## src/design/bds_pkg.sv

```systemverilog
`default_nettype none
// ----------------------------------------------------------------------------
// bds_pkg
// Types and constants shared by the binned delay statistics block.
// ----------------------------------------------------------------------------
package bds_pkg;

  localparam logic OP_RECORD = 1'b0;
  localparam logic OP_READ   = 1'b1;

  localparam logic CFG_SAMPLING_PERIOD = 1'b0;
  localparam logic CFG_BIN_COUNT       = 1'b1;

  localparam logic [30:0] PERIOD_RESET    = 31'd1000000;
  localparam logic [8:0]  BIN_COUNT_RESET = 9'd256;

  localparam int IN_TDATA_W  = 72;
  localparam int OUT_TDATA_W = 184;

  typedef struct packed {
    logic [31:0] delay_max;
    logic [31:0] delay_min;
    logic [63:0] delay_total;
    logic [31:0] packet_count;
  } bin_t;

  localparam bin_t BIN_EMPTY = '{
    delay_max:    32'd0,
    delay_min:    32'hFFFF_FFFF,
    delay_total:  64'd0,
    packet_count: 32'd0
  };

  typedef struct packed {
    logic        op;
    logic        clear;
    logic        in_range;
    logic [7:0]  bin_index;
    logic [8:0]  bins_used;
    logic [31:0] delay;
  } issue_t;

endpackage
`default_nettype wire

```

## src/design/bds_ctrl.sv

```systemverilog
`default_nettype none
// ----------------------------------------------------------------------------
// bds_ctrl
// Configuration registers, bin sequencing and memory read issue.
// ----------------------------------------------------------------------------
module bds_ctrl #(
  parameter int BINS = 256,
  localparam int BW = (BINS > 1) ? $clog2(BINS) : 1
) (
  input  wire logic           clk,
  input  wire logic           rst_n,
  input  wire logic           cfg_write,
  input  wire logic           cfg_index,
  input  wire logic [30:0]    cfg_data,
  input  wire logic           accept,
  input  wire logic           operation,
  input  wire logic [31:0]    now_count,
  input  wire logic [31:0]    sent_count,
  input  wire logic [7:0]     read_bin,
  output bds_pkg::issue_t     issue,
  output logic      [BW-1:0]  rd_addr
);
  import bds_pkg::*;

  logic [30:0]   period_r;
  logic [8:0]    bin_count_r;
  logic          started_r, started_nxt;
  logic [31:0]   next_point_r, next_point_nxt;
  logic [BW-1:0] cur_bin_r, cur_bin_nxt;

  logic [16:0] bins17, n17, last17, cur17, new17, rb17, cur_p1, new_p1;
  logic [31:0] diff_d, diff_e;
  logic        passed, advance, rd_valid, is_record;

  always_comb begin
    bins17 = 17'(BINS);
    n17    = (bin_count_r == 9'd0) ? 17'd1 : {8'd0, bin_count_r};
    if (n17 > bins17) begin
      n17 = bins17;
    end
    last17 = n17 - 17'd1;
    cur17  = 17'(cur_bin_r);
    diff_d = now_count - next_point_r;
    diff_e = next_point_r - now_count;
    if (next_point_r < now_count && diff_d[31]) begin
      passed = 1'b0;
    end else if (diff_e[31]) begin
      passed = 1'b1;
    end else begin
      passed = now_count > next_point_r;
    end

    is_record      = operation == OP_RECORD;
    started_nxt    = started_r;
    next_point_nxt = next_point_r;
    cur_bin_nxt    = cur_bin_r;
    advance        = 1'b0;
    if (accept && is_record) begin
      if (started_r) begin
        if (passed) begin
          next_point_nxt = next_point_r + {1'b0, period_r};
          if (cur17 < last17) begin
            cur_bin_nxt = cur_bin_r + BW'(1);
            advance     = 1'b1;
          end
        end
      end else begin
        next_point_nxt = now_count + {1'b0, period_r};
        started_nxt    = 1'b1;
      end
    end

    new17    = 17'(cur_bin_nxt);
    new_p1   = new17 + 17'd1;
    cur_p1   = cur17 + 17'd1;
    rb17     = {9'd0, read_bin};
    rd_valid = (rb17 <= cur17) && (rb17 < bins17);

    issue.op    = operation;
    issue.delay = now_count - sent_count;
    if (is_record) begin
      issue.clear     = advance || !started_r;
      issue.in_range  = 1'b1;
      issue.bin_index = new17[7:0];
      issue.bins_used = new_p1[8:0];
      rd_addr         = cur_bin_nxt;
    end else begin
      issue.clear     = !started_r;
      issue.in_range  = rd_valid;
      issue.bin_index = read_bin;
      issue.bins_used = cur_p1[8:0];
      rd_addr         = rb17[BW-1:0];
    end
  end

  always_ff @(posedge clk) begin
    if (!rst_n) begin
      period_r     <= PERIOD_RESET;
      bin_count_r  <= BIN_COUNT_RESET;
      started_r    <= 1'b0;
      next_point_r <= 32'd0;
      cur_bin_r    <= '0;
    end else begin
      if (cfg_write && cfg_index == CFG_SAMPLING_PERIOD) begin
        period_r <= cfg_data;
      end
      if (cfg_write && cfg_index == CFG_BIN_COUNT) begin
        bin_count_r <= cfg_data[8:0];
      end
      started_r    <= started_nxt;
      next_point_r <= next_point_nxt;
      cur_bin_r    <= cur_bin_nxt;
    end
  end

endmodule
`default_nettype wire

```

## config.mk

```make
export PLATFORM = sky130hd
export DESIGN_NAME = bds_ctrl
export DESIGN_NICKNAME = d
export VERILOG_FILES = /design/src/design/bds_pkg.sv /design/src/design/bds_ctrl.sv
export SDC_FILE = /design/constraint.sdc
export NUM_CORES = 1
export LEC_CHECK = 0
export BUFFER_PORTS_ARGS = -buffer_cell sky130_fd_sc_hd__buf_2
export CAP_MARGIN = 0
export CORE_MARGIN = 5
export CORE_UTILIZATION = 45
export CTS_CLUSTER_DIAMETER = 120
export DETAILED_ROUTE_END_ITERATION = 12
export MAX_ROUTING_LAYER = met4
export PLACE_DENSITY = 0.65
export SYNTH_ARGS = -nofsm -noshare
export SYNTH_HDL_FRONTEND = slang
export SYNTH_SLANG_ARGS = --single-unit
```

## constraint.sdc

```tcl
create_clock -name clk -period 5.4 [get_ports clk]
set_clock_uncertainty 0.1 [all_clocks]
set_input_delay 0 -clock clk [delete_from_list [all_inputs] [get_ports clk]]
set_output_delay 0 -clock clk [all_outputs]
set_load 0.005 [all_outputs]
```

* Word level (Yosys, flattened, before mapping)
Index checks and enable logic that the tools add are counted.
Cells by class: magnitude comparators 5, reductions and logical operators 8, $add $sub $neg 9, equality and inequality tests 1, bitwise gates (word level) 2, mux-type cells 16
Operators with widths (count):
- 32-bit subtractor | 3
- 32-bit by 31-bit adder with 32-bit output | 2
- 32-bit two-way mux | 2
- 8-bit two-way mux | 5
- 32-bit greater-than comparator | 1
- 32-bit < comparator | 1
- 19-bit two-way mux | 1
- 8-bit by 1-bit adder with 9-bit output (second input constant) | 2
- 9-bit two-way mux | 2
- 8-bit by 17-bit < comparator with 1-bit output | 1
- 17-bit by 1-bit subtractor with 17-bit output (second input constant) | 1
- 9-bit greater-than comparator (second input constant) | 1
- 9-bit logical NOT | 1
- 8-bit by 1-bit adder with 8-bit output (second input constant) | 1
- 8-bit less-or-equal comparator | 1
- 1-bit two-way mux | 6
- 1-bit logical AND | 4
- 2-bit by 1-bit inequality test with 1-bit output (second input constant) | 1
- 1-bit NOT | 2
- 2-bit AND reduction | 1
- 1-bit logical NOT | 1
- 1-bit logical OR | 1
Word-level totals: register bits after elaboration 81, input port bits 109

* Logic depth before layout (Yosys ltp)
Gate-level depths: netlist (run 1).
word-level depth 12, depth in mapped cells 24, mapped depth without buffers 23

* Worst setup path after synthesis (run 1)
Ideal clock, no wire load.
kind reg2out, start reg bin_count_r[2], end out issue[38] (netlist name), path slack 0.977 ns, stages on the path, launching flop included 24, data required time 5.300 ns, path buffers 1, arrival time 4.323 ns, cells stage by stage dfxtp_1 > nor3_1 > nand2b_1 > nor3_2 > a22oi_1 > ha_1 > clkbuf_1 > nand2_1 > a32o_1 > a21oi_1 > ha_1 > nor3_1 > nand2_1 > a221oi_1 > o21ai_0 > a21oi_1 > o311ai_4 > xnor2_1 > ha_1 > nor2b_1 > nand3_1 > o22ai_1 > o21ai_0 > a21boi_1
RTL lines:
- start, declared | line bds_ctrl.sv:26 | logic [8:0] bin_count_r;
- start signal, assigned | line bds_ctrl.sv:108 | bin_count_r <= cfg_data[8:0];
- end, declared | line bds_ctrl.sv:20 | output bds_pkg::issue_t issue,

==> results.yml, run 1 <==
floorplanning:
  fp.dieW_um: 153.0
  num_rows: 52
  fp.dieH_um: 153.0
  fp.dieArea_um2: 23400
  start_util: 0.4560
  coreArea_um2: 20170
  top_level_ports: 169
timing:
  timing.fmax_ghz: 0.2014
  setup_violations: 0
  hold_viol_final: 0
  timing.final.ws_setup_ns: 0.4343
  rsz0062_at_grt: "no"
  period_minus_slack_ns: 4.966
  fin_setup_tns_ns: 0
  slew_headroom: 0.4719
  finalCritPeriodShare: 0.9196
  tightest_slew_ns: 0.7892
  drv_slew: 0
power_and_ir_drop:
  seqPwrFrac: 0.308
  leakagePower_nw: 5.262
  internal_power_mw: 1.381
  power.density_nw_per_um2: 197.9
  p_comb_frac: 0.395
  switching_share: 0.3653
  pwr-share-clk: 0.297
  p_sw_mw: 0.7952
  vdd_drop_max_uv: 150.2
global_routing:
  grt_pass1_vias: 8834
  grt.total_usage: 0.2211
  antenna_found_initial: 0
  grt_pass1_wl_um: 42770
  gr-total-overflow: 0
  grt_max_degree: 40
synthesis:
  synth_top_area_cell: "ha_1"
  synth_top_cells_by_count: "nand2_1 (155), ha_1 (145), inv_1 (140), a21oi_1 (135), nor2_1 (97)"
  syn_area_um2: 9196
  ys_warn_count: 0
  yosysMostFrequentCell: "nand2_1"
  yosysTopAreaCellShare: 0.1973
  async_flop_share: 0
  synth_cells: 1268
  synth.top_cells.by_area: "ha_1 (20%), dfxtp_1 (18%), a21oi_1 (7.3%)"
  synthXorXnorAreaFrac: 0.06585
  ys.flop_type: "dfxtp_1"
  synthAdderAreaFrac: 0.2016
  synth_area_per_cell_um2: 7.253
  yosysSeqAreaShare: 0.1763
  synth_edf_count: 0
  ys_seq_elements: 81
  synth_simple_gate_area_frac: 0.2105
  synth_nets: 1524
  synth_top_family_by_area: "compound AO/OA/AOI/OAI gates"
  synth_compound_area_frac: 0.2469
  muxShareOfSynthArea: 0.01769
  ys_types: 71
min_path:
  hold_path_depth: 4
  min_to: "bin_count_r[7]$_SDFFE_PN0P_"
  hp-class: "input pin to register"
  hold_start: "cfg_write"
drt:
  drtIter0Drc: 510
  viasPerCell: 5.351
  wl_per_cell_um: 15.11
  routed_wl_um: 26130
  drc: 0
  vias: 9252
  antenna_left: 0
  drt_first_pass_iters: 5
setup_path:
  required_ns: 5.30
  crit_slowest_cell: "dfxtp_1"
  cpPeakStageDelay_ns: 0.34
  endpoint_kind: "primary output"
  arrival_ns: 4.87
  worstReg2RegEnd: "cur_bin_r[7]$_SDFF_PN0_"
  r2r_cells: 21
  worstSetupPathType: "register to primary output"
  reg2reg_slack_ns: 1.24
  cp_num_buf_inv: 3
  crit_path_start_kind: "register"
  crit_family: "compound AO/OA/AOI/OAI gates"
  critPathMaxFanout: 8
  regToRegStartpoint: "bin_count_r[2]$_SDFFE_PN0P_"
clocking:
  cts_sinks: 81
  cts_buffers: 9
  clk_pin_slew_worst_paths_ns: 0.07
  h-tree-depth: 3
  cts-root-buf: "clkbuf_16"
  cts_buffer_depth: 2
  cts_tree: "done"
  clkLatencyLatePin_ns: 0.34
layout:
  fill_cells: 1999
  antennaDiodeCount: 0
  finalInstanceArea_um2: 11000
  finalNetCount: 1710
  fin_util: 0.5454
  drive_above_1_share: 0.1542
  syn_to_final_growth_pct: 19.62
place:
  placed_area_um2: 10220
  portBuffers: 168
  dpl_worst_slack_ns: 0.3405
  dpl.hpwl_um: 20690
  place_congestion: 0.9701
job:
  cap_viol_max_count: 0
outcome:
  status: "completed"
-- worst max path at each step --
stage / start / to / depth (start not counted)
6_report: bin_count_r[2]$_SDFFE_PN0P_ / issue[38] / 25
5_1_grt: bin_count_r[2]$_SDFFE_PN0P_ / issue[38] / 25
4_1_cts: bin_count_r[3]$_SDFFE_PN0P_ / issue[38] / 24
3_5_place_dp: bin_count_r[3]$_SDFFE_PN0P_ / issue[38] / 24
3_3_place_gp: bin_count_r[2]$_SDFFE_PN0P_ / issue[38] / 24
2_1_floorplan: bin_count_r[2]$_SDFFE_PN0P_ / issue[38] / 23
-- repair_timing --
item | in CTS | in global routing
buffers inserted | 0 | 6
endpoints found under the hold margin | 41 | 0
cloned | 0 | 0
endpoints found under the setup margin | 2 | 3
hold buffers | 40 | 0
gates resized for setup | 1 | 4
pin swaps | 0 | 1
-- metal layers --
metal / vias up / routed length [um] / track usage
li1: 4792 / - / -
met1: 4157 / 13310 / 0.3158
met2: 273 / 11160 / 0.3397
met3: 30 / 1293 / 0.02205
met4: 0 / 361 / 0.04837
met5: - / 0 / -
-- kinds of logic after synthesis --
kind of cell,Yosys count
AOI/OAI and AO/OA,365
xor gates and xnor gates,67
and+or+nand+nor,408
muxes,15
DFF,81
buffers and inverters,185
adders and majority gates,147
-- power groups by stage --
| stage | clock [mW] | sequential, mW | combinational, mW |
|---|---|---|---|
| after floorplan | 0 | 0.667 | 0.588 |
| after global placement | 0 | 0.681 | 0.815 |
| after detailed placement | 0 | 0.682 | 0.820 |
| after CTS | 0.656 | 0.669 | 0.853 |
| after global routing | 0.686 | 0.675 | 0.963 |
| final | 0.646 | 0.670 | 0.860 |
-- flip-flops by register name, indices dropped and copies added, names as in the netlist --
| name | cells |
|---|---|
| started_r | 1 |
| period_r | 31 |
| next_point_r | 32 |
| bin_count_r | 9 |
| cur_bin_r | 8 |
-- layout make-up --
class                           count  area (um2)  share of cell area
Tap cell                          270       337.8             0.03071
Clock buffer                        9       225.2             0.02047
Multi-Input combinational cell   1002        6862              0.6237
Timing Repair Buffer              220        1344              0.1222
Sequential cell                    81        1623              0.1475
Clock inverter                      7       83.83            0.007621
Inverter                          140       525.5             0.04777
-- cells in the final DEF (no fill, tap or decap), types with 4 or more instances in the layout --
master | Yosys | final
buf_2 | 5 | 168
nand2_1 | 155 | 155
ha_1 | 145 | 144
inv_1 | 140 | 139
a21oi_1 | 135 | 134
nor2_1 | 97 | 97
o21ai_0 | 85 | 85
dfxtp_1 | 81 | 80
xnor2_1 | 49 | 48
dlygate4sd3_1 | 0 | 40
nand3_1 | 38 | 38
a21o_1 | 34 | 34
nor2b_1 | 20 | 19
nor3_1 | 20 | 19
xor2_1 | 17 | 17
and3_1 | 17 | 17
nand2b_1 | 16 | 16
a211oi_1 | 15 | 15
nand4_1 | 14 | 14
o21a_1 | 11 | 11
buf_4 | 12 | 11
mux2i_1 | 11 | 10
a31oi_1 | 9 | 9
clkbuf_16 | 0 | 9
o211ai_1 | 8 | 8
o31ai_1 | 8 | 8
o21bai_1 | 8 | 8
a221oi_1 | 7 | 7
and4_1 | 6 | 6
o31a_1 | 5 | 5
and2_1 | 5 | 5
or3_1 | 4 | 4
-- worst register-to-register path: cells and delay by family, from the launching register on --
family,cells,cell delay (ns)
compound gates,7,1.16
simple gates,9,1.43
xor+xnor,1,0.17
flops,1,0.34
buf+inv,2,0.37
fa+ha+maj,2,0.46
-- stage by stage --
stage / hold WS [ns] / power, mW / instances
2_1_floorplan: -0.01918 / 1.255 / 1268
3_3_place_gp: 0.1258 / 1.496 / 1667
3_5_place_dp: 0.1312 / 1.502 / 1667
4_1_cts: 0.04187 / 2.178 / 1723
5_1_grt: 0.07811 / 2.325 / 1729
6_report: 0.05294 / 2.177 / 1729
(Power assumes the default switching activity.)
==> inputs of run 2 (changes only) <==
--- a/config.mk
+++ b/config.mk
@@ -12,7 +12,9 @@
 export CTS_CLUSTER_DIAMETER = 120
 export DETAILED_ROUTE_END_ITERATION = 12
 export MAX_ROUTING_LAYER = met4
-export PLACE_DENSITY = 0.65
+export PLACE_DENSITY_LB_ADDON = 0.12
+export RECOVER_POWER = 50
+export REMOVE_ABC_BUFFERS = 1
 export SYNTH_ARGS = -nofsm -noshare
 export SYNTH_HDL_FRONTEND = slang
 export SYNTH_SLANG_ARGS = --single-unit
==> run 2 against run 1 <==
Against the previous run: via count down 0.84%; register-to-register slack worse by 0.18 ns; highest routed layer unchanged; combinational power shrank 2%; die area unchanged; the flow now finishes with violations (capacitance limit, slew limit); critical endpoint unchanged; final area fell by 0.47%; critical path type unchanged; routed wire length decreased by 1.3%; first-iteration DRC count decreased by 9.2%; sequential share of layout area up 0.069 points.
==> results.yml, run 2 (synthesized netlist as in run 1, its figures left out) <==
outcome:
  status: "finished, violations left"
  violations: "capacitance limit, slew limit"
timing:
  whs_ns: 0.03248
  rsz0062_at_grt: "no"
  finalCritPeriodShare: 0.9123
  setup_violations: 0
  tightest_slew_ns: 2.646
  fin_setup_tns_ns: 0
  timing.fmax_ghz: 0.2030
  hold_viol_final: 0
  slew_headroom: -0.7642
  drv_slew: 84
  period_minus_slack_ns: 4.927
setup_path:
  critPathMaxFanout: 8
  cpPeakStageDelay_ns: 0.34
  endpoint_kind: "primary output"
  crit_slowest_cell: "dfxtp_1"
  worstSetupPathType: "register to primary output"
  arrival_ns: 4.83
  crit_path_start_kind: "register"
  required_ns: 5.30
layout:
  syn_to_final_growth_pct: 19.06
  drive_above_1_share: 0.1350
  final_cell_mix: "nand2_1 (155), ha_1 (145), buf_2 (142)"
  antennaDiodeCount: 0
  finalNetCount: 1710
  final_common_cell: "nand2_1"
  largestRegisters: "next_point_r x32, period_r x31, bin_count_r x9"
  largest_reg_flops: 32
  top_register: "next_point_r"
clocking:
  cts_buffer_depth: 2
  clkLatencyLatePin_ns: 0.35
  cts-root-buf: "clkbuf_16"
  cts_buffers: 9
  clk_pin_slew_worst_paths_ns: 0.06
  h-tree-depth: 3
  cts_sinks: 81
  cts_tree: "done"
power_and_ir_drop:
  power.density_nw_per_um2: 195.4
  vdd_drop_max_uv: 133.3
  leakagePower_nw: 5.184
drt:
  routed_wl_um: 25790
  drtIter0Drc: 463
  drc: 0
  drt_first_pass_iters: 5
  wl_per_cell_um: 14.92
  viasPerCell: 5.306
  antenna_left: 0
  vias: 9174
place:
  dpl.hpwl_um: 20490
  portBuffers: 168
  place_congestion: 0.9480
global_routing:
  grt.total_usage: 0.2212
  grt_pass1_wl_um: 42450
  gr-total-overflow: 0
  antenna_found_initial: 0
  grt_pass1_vias: 8705
  grt_max_degree: 52
floorplanning:
  fp.dieH_um: 153.0
  start_util: 0.4560
  top_level_ports: 169
  fp.dieW_um: 153.0
  fp.dieArea_um2: 23400
  coreArea_um2: 20170
  num_rows: 52
job:
  cap_viol_max_count: 2
min_path:
  hp-class: "input pin to register"
run 2: cell count changes in the layout (fill, tap and decap cells not counted), sizes merged:
cell,before,now
inv,144,141
clkbuf,9,39
dlygate4sd3,40,38
clkinv,1,2
clkinvlp,1,2
buf,180,153
run 2: metal layers:
layer | wire, um | GRT usage | up-vias | share of wire
met4 | 354 | 0.04709 | 0 | 0.014
met1 | 12410 | 0.2914 | 4181 | 0.48
met2 | 11990 | 0.3644 | 190 | 0.46
li1 | - | - | 4781 | -
met5 | 0 | - | - | 0
met3 | 1041 | 0.03025 | 22 | 0.040
run 2: layout make-up:
cell class	count	area (um2)
Multi-Input combinational cell	1002	6857
Clock inverter	6	67.56
Sequential cell	81	1623
Fill cell	2046	9220
Clock buffer	10	229.0
Tap cell	270	337.8
Timing Repair Buffer	220	1310
Inverter	140	525.5
run 2: final timing paths:
check / depth (start not counted) / slack [ns] / startpoint / to
worst min register to register: 2 / 0.36 / period_r[15]$_SDFFE_PN0P_ / period_r[15]$_SDFFE_PN0P_
worst min-delay path: 4 / 0.03 / accept / started_r$_SDFFE_PN0P_
worst max-delay path: 25 / 0.47 / bin_count_r[2]$_SDFFE_PN0P_ / issue[38]
worst max register to register: 16 / 1.06 / started_r$_SDFFE_PN0P_ / next_point_r[30]$_SDFFE_PN0P_
run 2: power by group:
group | total (mW) | switching [mW] | internal, mW
clock network | 0.626 | 0.266 | 0.360
logic | 0.846 | 0.471 | 0.375
registers | 0.667 | 0.0356 | 0.632
run 2: what timing repair did:
action / CTS / global route
setup buffers: 0 / 7
resized for setup: 0 / 5
hold buffers: 38 / 0
hold endpoints to repair: 40 / 0
endpoints found under the setup margin: 0 / 3
run 2: stage by stage:
stage	instance area, um2	util	power, mW	instances	setup slack, ns
after floorplan	8976	-	1.239	1223	1.051
after global placement	10250	0.5080	1.500	1668	0.6465
after detailed placement	10250	0.5080	1.507	1668	0.5093
after CTS	10920	0.5416	2.164	1722	0.1162
after global routing	10950	0.5429	2.294	1729	0.06671
final	10950	0.5429	2.139	1729	0.4734
run 2: worst max-delay path: cells and delay by family, from the launching register on:
family          cells  cell delay, ns
buf+inv             3            0.40
compound gates     10            1.65
mux                 1            0.21
flops               1            0.34
fa+ha+maj           3            0.74
simple gates        8            1.14
==> inputs of run 3 (changes only) <==
--- a/config.mk
+++ b/config.mk
@@ -5,7 +5,7 @@
 export SDC_FILE = /design/constraint.sdc
 export NUM_CORES = 1
 export LEC_CHECK = 0
-export BUFFER_PORTS_ARGS = -buffer_cell sky130_fd_sc_hd__buf_2
+export BUFFER_PORTS_ARGS = -buffer_cell sky130_fd_sc_hd__buf_4
 export CAP_MARGIN = 0
 export CORE_MARGIN = 5
 export CORE_UTILIZATION = 45
==> constraint.sdc (replaced) <==
create_clock -name clk -period 5.4 [get_ports clk]
set_clock_uncertainty 0.1 [all_clocks]
set_input_delay 1.35 -clock clk [delete_from_list [all_inputs] [get_ports clk]]
set_output_delay 1.35 -clock clk [all_outputs]
set_load 0.005 [all_outputs]
==> run 3 against run 2 <==
Against the previous run: the run ends with capacitance limit, slew limit, setup timing left; final area up 23%; utilization up 13 points; critical path depth is 5 lower.
==> results.yml, run 3 (synthesized netlist as in run 1, its figures left out) <==
setup_path:
  arrival_ns: 4.83
  endpoint_kind: "primary output"
  required_ns: 3.95
  worstReg2RegEnd: "next_point_r[31]$_SDFFE_PN0P_"
  worstSetupPathType: "input pin to primary output"
  regToRegStartpoint: "started_r$_SDFFE_PN0P_"
  critPathMaxFanout: 3
  reg2reg_slack_ns: 0.98
  crit_path_start_kind: "input pin"
  r2r_cells: 14
layout:
  drive_above_1_share: 0.3286
  largestRegisters: "next_point_r x32, period_r x31, bin_count_r x9"
  syn_to_final_growth_pct: 46.99
  top_register: "next_point_r"
  antennaDiodeCount: 0
  final_cell_mix: "buf_4 (339), nand2_1 (152), a21oi_1 (126)"
  final_common_cell: "buf_4"
  finalNetCount: 1873
  fin_util: 0.6702
  largest_reg_flops: 32
outcome:
  violations: "capacitance limit, slew limit, setup timing"
  status: "finished, violations left"
clocking:
  cts_buffer_depth: 2
  cts_tree: "done"
  cts-root-buf: "clkbuf_16"
  clkLatencyLatePin_ns: 0.36
  clk_pin_slew_worst_paths_ns: 0.07
  h-tree-depth: 3
  cts_sinks: 81
  cts_buffers: 9
drt:
  wl_per_cell_um: 15.95
  antenna_left: 0
  vias: 10120
  routed_wl_um: 30180
  drt_first_pass_iters: 5
  viasPerCell: 5.349
  drtIter0Drc: 462
  drc: 0
floorplanning:
  top_level_ports: 169
  fp.dieW_um: 153.0
  num_rows: 52
  start_util: 0.4560
  fp.dieArea_um2: 23400
  fp.dieH_um: 153.0
  coreArea_um2: 20170
global_routing:
  gr-total-overflow: 0
  grt_max_degree: 47
  grt_pass1_wl_um: 48500
  antenna_found_initial: 0
  grt_pass1_vias: 10030
  grt.total_usage: 0.2549
place:
  place_congestion: 0.9448
  dpl.hpwl_um: 22780
  portBuffers: 168
timing:
  drv_slew: 79
  finalCritPeriodShare: 1.163
  slew_headroom: -0.09614
  setup_violations: 33
  tightest_slew_ns: 1.642
  period_minus_slack_ns: 6.283
  rsz0062_at_grt: "yes"
  timing.final.ws_setup_ns: -0.8829
  hold_viol_final: 0
  timing.fmax_ghz: 0.1592
min_path:
  hp-class: "register to register"
  min_to: "period_r[12]$_SDFFE_PN0P_"
  hold_start: "period_r[12]$_SDFFE_PN0P_"
  hold_path_depth: 2
job:
  cap_viol_max_count: 2
power_and_ir_drop:
  power_mw: 2.542
  leakagePower_nw: 6.330
  power.density_nw_per_um2: 188.0
  vdd_drop_max_uv: 179.1
-- run 3: cell count changes in the layout (fill, tap and decap cells not counted), sizes merged --
cell         change
bufinv           +1
dlygate4sd3     -38
clkinvlp         -1
clkbuf          -22
buf            +223
-- run 3: worst max path at each step --
stage / slack (ns) / from / cells past startpoint / end
6_report: -0.88 / now_count[18] / 20 / issue[40]
3_5_place_dp: -1.18 / now_count[18] / 19 / issue[38]
5_1_grt: -1.03 / now_count[18] / 19 / issue[38]
3_3_place_gp: -1.08 / now_count[18] / 19 / issue[38]
2_1_floorplan: -0.93 / now_count[18] / 17 / issue[38]
4_1_cts: -0.74 / now_count[16] / 19 / issue[38]
-- run 3: where the power goes --
group / switching (mW) / total, mW / internal [mW]
Sequential: 0.0386 / 0.670 / 0.632
Clock: 0.288 / 0.708 / 0.420
Combinational: 0.563 / 1.16 / 0.600
Total: 0.890 / 2.54 / 1.65
-- run 3: cell type report --
type	count	area, um2
Timing Repair Buffer	383	3030
Inverter	140	548.0
Sequential cell	81	1623
Clock buffer	10	239.0
Tap cell	270	337.8
Fill cell	1772	6651
Multi-Input combinational cell	1002	7650
Clock inverter	6	90.09
-- run 3: what timing repair did --
| item | in CTS | in global routing |
|---|---|---|
| buffers inserted | 27 | 19 |
| pin swaps | 73 | 51 |
| endpoints found under the hold margin | 0 | 0 |
| gates resized for setup | 139 | 69 |
| endpoints found under the setup margin | 40 | 40 |
| hold buffers | 0 | 0 |
-- run 3: critical path, stage by stage --
cell,delay (ns)
buf_8,0.10
inv_4,0.05
ha_4,0.19
and3_4,0.18
a221o_1,0.37
a221oi_2,0.25
nand2_1,0.10
nor3_2,0.16
mux2_4,0.34
o311ai_4,0.32
buf_6,0.17
xnor2_4,0.13
ha_4,0.18
nor2b_4,0.17
nand4_1,0.14
o21ai_2,0.20
o211ai_1,0.12
buf_4,0.16
nor2_2,0.06
buf_4,0.11
-- run 3: metal layers --
metal,up-vias,track usage,share of wire
met5,-,-,0
li1,5109,-,-
met2,249,0.4244,0.47
met1,4717,0.3290,0.46
met3,45,0.03280,0.041
met4,0,0.06491,0.022
-- run 3: metrics by stage --
step	setup TNS [ns]	hold WS, ns	cells	worst slack (ns)	area [um2]
after CTS	-7.790	0.3633	1878	-0.7409	13140
after global routing	-13.07	0.3936	1892	-1.029	13520
after detailed placement	-18.68	0.3542	1837	-1.180	11920
final	-9.098	0.3642	1892	-0.8829	13520
after global placement	-17.54	0.3521	1837	-1.084	11920
after floorplan	-5.918	0.3406	1223	-0.9324	8976
